File: src/hdl/ptt_pkg.sv
// ptt_pkg: shared types and constants for the periodic timer table
// holds command and result word layouts, slot entry layout, operation and status codes
// no dependencies
package ptt_pkg;

  localparam int PTT_DEPTH   = 16;
  localparam int MAX_RESULTS = 16;
  localparam int RW          = $clog2(MAX_RESULTS + 1);

  typedef enum logic [1:0] {
    KIND_TICK   = 2'd0,
    KIND_ADD    = 2'd1,
    KIND_REMOVE = 2'd2
  } kind_t;

  typedef enum logic [2:0] {
    ST_ADDED     = 3'd0,
    ST_FULL      = 3'd1,
    ST_REMOVED   = 3'd2,
    ST_NOT_FOUND = 3'd3,
    ST_FIRED     = 3'd4,
    ST_NONE      = 3'd5
  } status_t;

  typedef struct packed {
    kind_t              kind;
    logic [31:0]        now;
    logic [31:0]        period;
    logic signed [15:0] repeat_count;
    logic [15:0]        target_id;
  } cmd_t;

  typedef struct packed {
    status_t     status;
    logic [15:0] timer_id;
    logic        last;
  } res_t;

  typedef struct packed {
    logic [31:0]        last_time;
    logic [31:0]        period;
    logic signed [15:0] count;
    logic [15:0]        ident;
  } entry_t;

endpackage

File: src/hdl/periodic_timer_table.sv
// periodic_timer_table: table of periodic timers kept in insertion order in one slot memory
// depends on ptt_pkg and ptt_slot_ram
//
//  channel   ports                    handshake
//  command   command (cmd_t)          taken at clk edge with start high and busy low
//  result    result (res_t)           valid for one cycle while strobe high, no back-pressure
//
// add: result in the cycle after acceptance, busy stays low.
// tick, remove: one pass over the n used slots through the memory read port,
// busy for the whole pass; results come out during the pass, the final word with last set.
// reset clears the fill count and id counter at once; no clearing pass is needed.
// the receiver cannot stall, so no result is ever held back.
module periodic_timer_table #(
  parameter int TABLE_DEPTH = ptt_pkg::PTT_DEPTH
) (
  input  logic          clk,
  input  logic          rst,
  input  logic          start,
  output logic          busy,
  input  ptt_pkg::cmd_t command,
  output logic          strobe,
  output ptt_pkg::res_t result
);
  import ptt_pkg::*;

  localparam int IW = $clog2(TABLE_DEPTH);
  localparam int CW = $clog2(TABLE_DEPTH + 1);

  typedef enum logic {
    S_IDLE,
    S_SCAN
  } state_t;

  state_t      state;
  logic [CW-1:0] fill;
  logic [15:0] next_ident;
  kind_t       op_kind;
  logic [31:0] op_now;
  logic [15:0] op_target;
  logic [CW-1:0] rd_idx;
  logic [CW-1:0] wr_idx;
  logic        p_vld;
  logic        pend_vld;
  logic [15:0] pend_id;
  logic [RW-1:0] rep_cnt;
  logic        found;

  logic        accept;
  logic        issue;
  logic        we;
  logic [IW-1:0] waddr;
  entry_t      wdata;
  entry_t      q;
  entry_t      upd;
  entry_t      add_entry;
  logic [31:0] elapsed;
  logic        fire;
  logic signed [15:0] cnt_new;
  logic        keep;
  logic        full;

  assign busy   = (state != S_IDLE);
  assign accept = start && !busy;
  assign issue  = (state == S_SCAN) && (rd_idx != fill);
  assign full   = (fill == CW'(TABLE_DEPTH));

  // per-slot update for the entry coming back from memory
  always_comb begin
    elapsed = op_now - q.last_time;
    fire    = (op_kind == KIND_TICK) && (elapsed > q.period);
    cnt_new = (fire && q.count > 16'sd0) ? q.count - 16'sd1 : q.count;
    keep    = (op_kind == KIND_TICK) ? (cnt_new != 16'sd0) : (q.ident != op_target);
    upd           = q;
    upd.last_time = fire ? op_now : q.last_time;
    upd.count     = cnt_new;
  end

  always_comb begin
    add_entry.last_time = command.now;
    add_entry.period    = command.period;
    add_entry.count     = command.repeat_count;
    add_entry.ident     = next_ident;
  end

  // compaction writes trail the reads, so a write never hits a slot still to be read
  always_comb begin
    if (state == S_SCAN) begin
      we    = p_vld && keep;
      waddr = wr_idx[IW-1:0];
      wdata = upd;
    end else begin
      we    = accept && (command.kind == KIND_ADD) && !full;
      waddr = fill[IW-1:0];
      wdata = add_entry;
    end
  end

  ptt_slot_ram #(
    .DEPTH (TABLE_DEPTH)
  ) u_ram (
    .clk   (clk),
    .we    (we),
    .waddr (waddr),
    .wdata (wdata),
    .raddr (rd_idx[IW-1:0]),
    .rdata (q)
  );

  always_ff @(posedge clk) begin
    if (rst) begin
      state      <= S_IDLE;
      fill       <= '0;
      next_ident <= '0;
      strobe     <= 1'b0;
      p_vld      <= 1'b0;
      pend_vld   <= 1'b0;
    end else begin
      strobe <= 1'b0;
      unique case (state)
        S_IDLE: begin
          if (accept) begin
            unique case (command.kind)
              KIND_TICK, KIND_REMOVE: begin
                state     <= S_SCAN;
                op_kind   <= command.kind;
                op_now    <= command.now;
                op_target <= command.target_id;
                rd_idx    <= '0;
                wr_idx    <= '0;
                p_vld     <= 1'b0;
                pend_vld  <= 1'b0;
                rep_cnt   <= '0;
                found     <= 1'b0;
              end
              KIND_ADD: begin
                strobe <= 1'b1;
                if (full) begin
                  result <= '{status: ST_FULL, timer_id: 16'd0, last: 1'b1};
                end else begin
                  result     <= '{status: ST_ADDED, timer_id: next_ident, last: 1'b1};
                  fill       <= fill + CW'(1);
                  next_ident <= next_ident + 16'd1;
                end
              end
              default: ;
            endcase
          end
        end
        S_SCAN: begin
          p_vld <= issue;
          if (issue) begin
            rd_idx <= rd_idx + CW'(1);
          end
          if (p_vld) begin
            if (keep) begin
              wr_idx <= wr_idx + CW'(1);
            end else begin
              found <= 1'b1;
            end
            // hold back the newest firing until we know whether it is the final word
            if (fire && rep_cnt != RW'(MAX_RESULTS)) begin
              rep_cnt  <= rep_cnt + RW'(1);
              pend_vld <= 1'b1;
              pend_id  <= q.ident;
              if (pend_vld) begin
                strobe <= 1'b1;
                result <= '{status: ST_FIRED, timer_id: pend_id, last: 1'b0};
              end
            end
          end else if (!issue) begin
            state  <= S_IDLE;
            fill   <= wr_idx;
            strobe <= 1'b1;
            if (op_kind == KIND_TICK) begin
              if (pend_vld) begin
                result <= '{status: ST_FIRED, timer_id: pend_id, last: 1'b1};
              end else begin
                result <= '{status: ST_NONE, timer_id: 16'd0, last: 1'b1};
              end
            end else begin
              result <= '{status: (found ? ST_REMOVED : ST_NOT_FOUND),
                          timer_id: 16'd0, last: 1'b1};
            end
          end
        end
        default: state <= S_IDLE;
      endcase
    end
  end

endmodule

File: src/hdl/ptt_slot_ram.sv
// ptt_slot_ram: one write port, one read port slot memory with registered read data
// depends on ptt_pkg for the entry layout
module ptt_slot_ram #(
  parameter  int DEPTH = ptt_pkg::PTT_DEPTH,
  localparam int AW    = $clog2(DEPTH)
) (
  input  logic            clk,
  input  logic            we,
  input  logic [AW-1:0]   waddr,
  input  ptt_pkg::entry_t wdata,
  input  logic [AW-1:0]   raddr,
  output ptt_pkg::entry_t rdata
);
  import ptt_pkg::*;

  entry_t mem [DEPTH];

  always_ff @(posedge clk) begin
    if (we) begin
      mem[waddr] <= wdata;
    end
    rdata <= mem[raddr];
  end

endmodule

File: config.mk
export PLATFORM = sky130hd
export DESIGN_NAME = periodic_timer_table
export DESIGN_NICKNAME = d
export VERILOG_FILES = /design/src/hdl/ptt_pkg.sv /design/src/hdl/periodic_timer_table.sv /design/src/hdl/ptt_slot_ram.sv
export SDC_FILE = /design/constraint.sdc
export NUM_CORES = 2
export LEC_CHECK = 0
export BUFFER_PORTS_ARGS = -buffer_cell sky130_fd_sc_hd__clkbuf_2
export CORE_MARGIN = 1
export CORE_UTILIZATION = 35
export CTS_BUF_LIST = sky130_fd_sc_hd__clkbuf_16
export CTS_CLUSTER_DIAMETER = 150
export DETAILED_ROUTE_END_ITERATION = 8
export HOLD_SLACK_MARGIN = 0.15
export PLACE_DENSITY = 0.46
export SETUP_SLACK_MARGIN = 0.2
export SYNTH_ARGS = -nofsm -noshare
export SYNTH_HDL_FRONTEND = slang
export SYNTH_SLANG_ARGS = --single-unit
File: constraint.sdc
create_clock -name clk -period 38.3 [get_ports clk]
set_clock_uncertainty 0.15 [all_clocks]
set_input_delay 5.745 -clock clk [delete_from_list [all_inputs] [get_ports clk]]
set_output_delay 5.745 -clock clk [all_outputs]
set_load 0.05 [all_outputs]
==> metrics.md <==
| Metric | Value |
|---|---|
| Status | `complete, no violations` |
| Final setup viols | `0` |
| Antenna viol nets, final | `0` |
| Total power | `between 4 and 5 mW` |
| Netlist Area Pre-Place | `69100 um^2` |
| Die Y | `between 400 and 500 um` |
| Cell Count, Final, Fillers Out | `roughly 6300` |
| Final period utilization | `about a quarter` |
| GRT overflow | `0` |
| Worst r2r src | `op_now[0]` |
| Setup slack, reg-to-reg | `29210 ps` |
| Post_cts resized | `0` |
| Vias/cell | `just over 5` |
| Max Slew Vio Count | `0` |
| Post-route minimum period | `around 9100 ps` |
| CP startpoint kind | `flop` |
| CTS tree | `yes` |
| Vias in the first global route | `between 30000 and 40000` |
| Most frequent CP cell | `a21oi_1` |
| Slew @ Worst Pin | `roughly 1300 ps` |
| Required time of the critical path | `between 30000 and 40000 ps` |
| Cell Rows | `about 160` |
| Placed cells | `5959` |
| Die W | `roughly 450 um` |
| First-pass GRT wire length | `around 250 mm` |
| Initial antenna violation count | `7` |
| CP endpoint kind | `flop` |
| RSZ-0062 raised after global routing | `no` |
| HP Class | `reg2reg` |
| Clock Sinks | `roughly 1800` |
| Setup ws final | `approximately 29000 ps` |
| Pleak | `around 26 nW` |
| WP data arrival | `9350 ps` |
| Reg2reg end | `u_ram.mem[7][15]` |
| Commonest non-fill, non-tap cells in the layout | `edfxtp_1 (1638), mux4_2 (480), clkbuf_16 (187)` |
| Post-synth cell types | `77` |
| Layout Area Growth over Synthesis | `14.4%` |
| Number of fillers in the final layout | `roughly 17000` |
| Yosys reg bits | `roughly 1800` |
| Root Driver | `clkbuf_16` |
| Nets | `3695` |
| Longest Clk Path Bufs | `3` |
| Worst Hold Path EP | `pend_id[3]` |
| Worst hold start | `u_ram.rdata[3]` |
| Worst VDD drop | `46.2 uV` |
| Detailed Route WL | `roughly 170 mm` |
| Synth top area share | `a little over 70%` |
| Initial Util | `35.3%` |
| Setup TNS | `0 ps` |
| Clock transition at path regs | `~60 ps` |
| Ports | `approximately 120` |
| Hold Path Depth | `0` |
| Worst Reg-to-Reg Cells | `26` |
| Critical path fanouts, max | `38` |
| Inserted Clock Buffers | `roughly 190` |
| Area contributors post-synth | `edfxtp_1 (71%), mux4_2 (16%), dfxtp_1 (3.5%), ha_1 (1.3%), mux2_2 (0.75%)` |
| Main synth FF type | `edfxtp_1` |
| Final hold vios | `0` |
| Most common cell after layout, fill and taps aside | `edfxtp_1` |
| Post-synth EDFFs | `1638` |
| Hpwl dp | `approximately 94 mm` |
| Cts hold-fix bufs | `0` |
| WS Path Type | `reg2reg` |
| Avg Cell Area, Syn | `21.0 um^2` |
| Die area | `199000 um^2` |
| Drt wl/cell | `between 20 and 30 um` |
| Fmax achieved | `around 0.11 GHz` |
| Syn nets | `3464` |
| Slowest CP cell | `o41ai_4` |
| Area of the multi-input gates | `between 15000 and 20000 um^2` |
| Post-synth ARST share | `0%` |
| GR Util All Layers | `between 10% and 20%` |
| GPL Wtd Cong | `0.761` |
| Setup bufs post-CTS | `0` |
| Max_cap viols | `0` |
| DR pass1 iterations | `8` |
| Proportion of layout cells with a drive suffix above 1 | `27.5%` |
| Gate Count Post-Synth | `about 3300` |
| Syn. warnings | `0` |
| Core ar. | `196000 um^2` |
| CTS H-tree depth | `4` |
| Post-synth top area cell | `edfxtp_1` |
| Largest net degree at the start of global routing | `121` |
| Slew headroom | `9.80%` |
| Critical Path Max Stage Delay | `between 900 and 1000 ps` |
| Pwr per Cell Area | `between 50 and 60 nW/um^2` |
| Register Area | `approximately 52000 um^2` |
| Clk Latency, worst-skew pair | `around 800 ps` |
| Initial drt markers | `around 2800` |
| Via count | `between 30000 and 40000` |
| Port bufs | `approximately 120` |
| Post-Place Worst Slack | `between 20000 and 30000 ps` |
| Seq/Total Area, Yosys | `74.7%` |
| DRC | `0` |
| Worst hold margin | `approximately 360 ps` |
## cells in the mapped netlist (all sizes together) (17+ instances only)
cell	number
nand2	62
dfxtp	121
nand3	54
ha	71
mux4	480
nor3	23
buf	48
inv	84
a22o	17
a21o	17
xor2	44
clkbuf	110
mux2i	32
mux2	47
o21ai	31
xnor2	40
edfxtp	1638
a21oi	90
o41ai	17
nor2	126
## final cells by class
class | count | area share (%)
antenna | 2 | 0.00633
clock buffer | 187 | 5.92
clock inverter | 157 | 1.40
inverter | 85 | 0.403
multi-input combinational | 1289 | 21.2
sequential | 1759 | 65.3
tap | 2624 | 4.15
timing repair buffer | 202 | 1.67
## state kept, by name, indices dropped and copies added, names as in the netlist
name         cells
result          20
op_kind          2
next_ident      16
u_ram.rdata     96
found            1
op_now          32
strobe           1
u_ram.mem     1536
p_vld            1
pend_vld         1
wr_idx           5
busy             1
pend_id         16
rep_cnt          5
rd_idx           5
fill             5
op_target       16
## power breakdown
group	total (mW)	switching [mW]	internal (mW)
combinational	0.314	0.194	0.120
clock	1.72	0.743	0.977
sequential	2.19	0.0250	2.16
## metal layers
metal / global-route usage, % / share of wire [%] / wire, um / up-vias
li1: - / - / - / 14100
met1: 24.8 / 46 / 79400 / 17600
met2: 28.1 / 47 / 82400 / 736
met3: 3.00 / 4.3 / 7510 / 225
met4: 4.73 / 2.4 / 4170 / 0
met5: 0 / 0 / 0 / -
## per-stage QoR
step	util (%)	area, um^2
after floorplan	-	69100
after global placement	37.5	73300
after detailed placement	37.5	73300
after CTS	40.4	79100
after global routing	40.4	79100
final	40.4	79100
## logic make-up after synthesis
logic type / Yosys count / synth area share, %
DFF: 1759 / 74.7
muxes: 559 / 16.9
and+or+nand+nor: 340 / 2.35
buffers and inverters: 243 / 1.35
AOI/OAI and AO/OA: 234 / 2.36
xor gates and xnor gates: 84 / 1.06
adders and majority gates: 72 / 1.31
## worst max-delay path, delay by kind of cell, from the launching register on
family                     cells  cell delay, ps
AOI/OAI and AO/OA             12            3880
xor gates and xnor gates       1             100
adders and majority gates      3             910
buffers and inverters          5            1900
DFF                            1             360
muxes                          1             460
and+or+nand+nor                4             830
## worst max-delay path by stage
stage	cells past startpoint	from	slack, ps	end
2_1_floorplan	24	op_now[0]	22990	u_ram.mem[2][0]
5_1_grt	26	op_now[0]	28480	u_ram.mem[7][15]
3_5_place_dp	26	op_now[0]	29070	u_ram.mem[7][46]
3_3_place_gp	26	op_now[0]	29130	u_ram.mem[7][46]
6_report	26	op_now[0]	29210	u_ram.mem[7][15]
4_1_cts	26	op_now[0]	29030	u_ram.mem[7][15]
No activity file was read; power rests on OpenSTA's default activity.
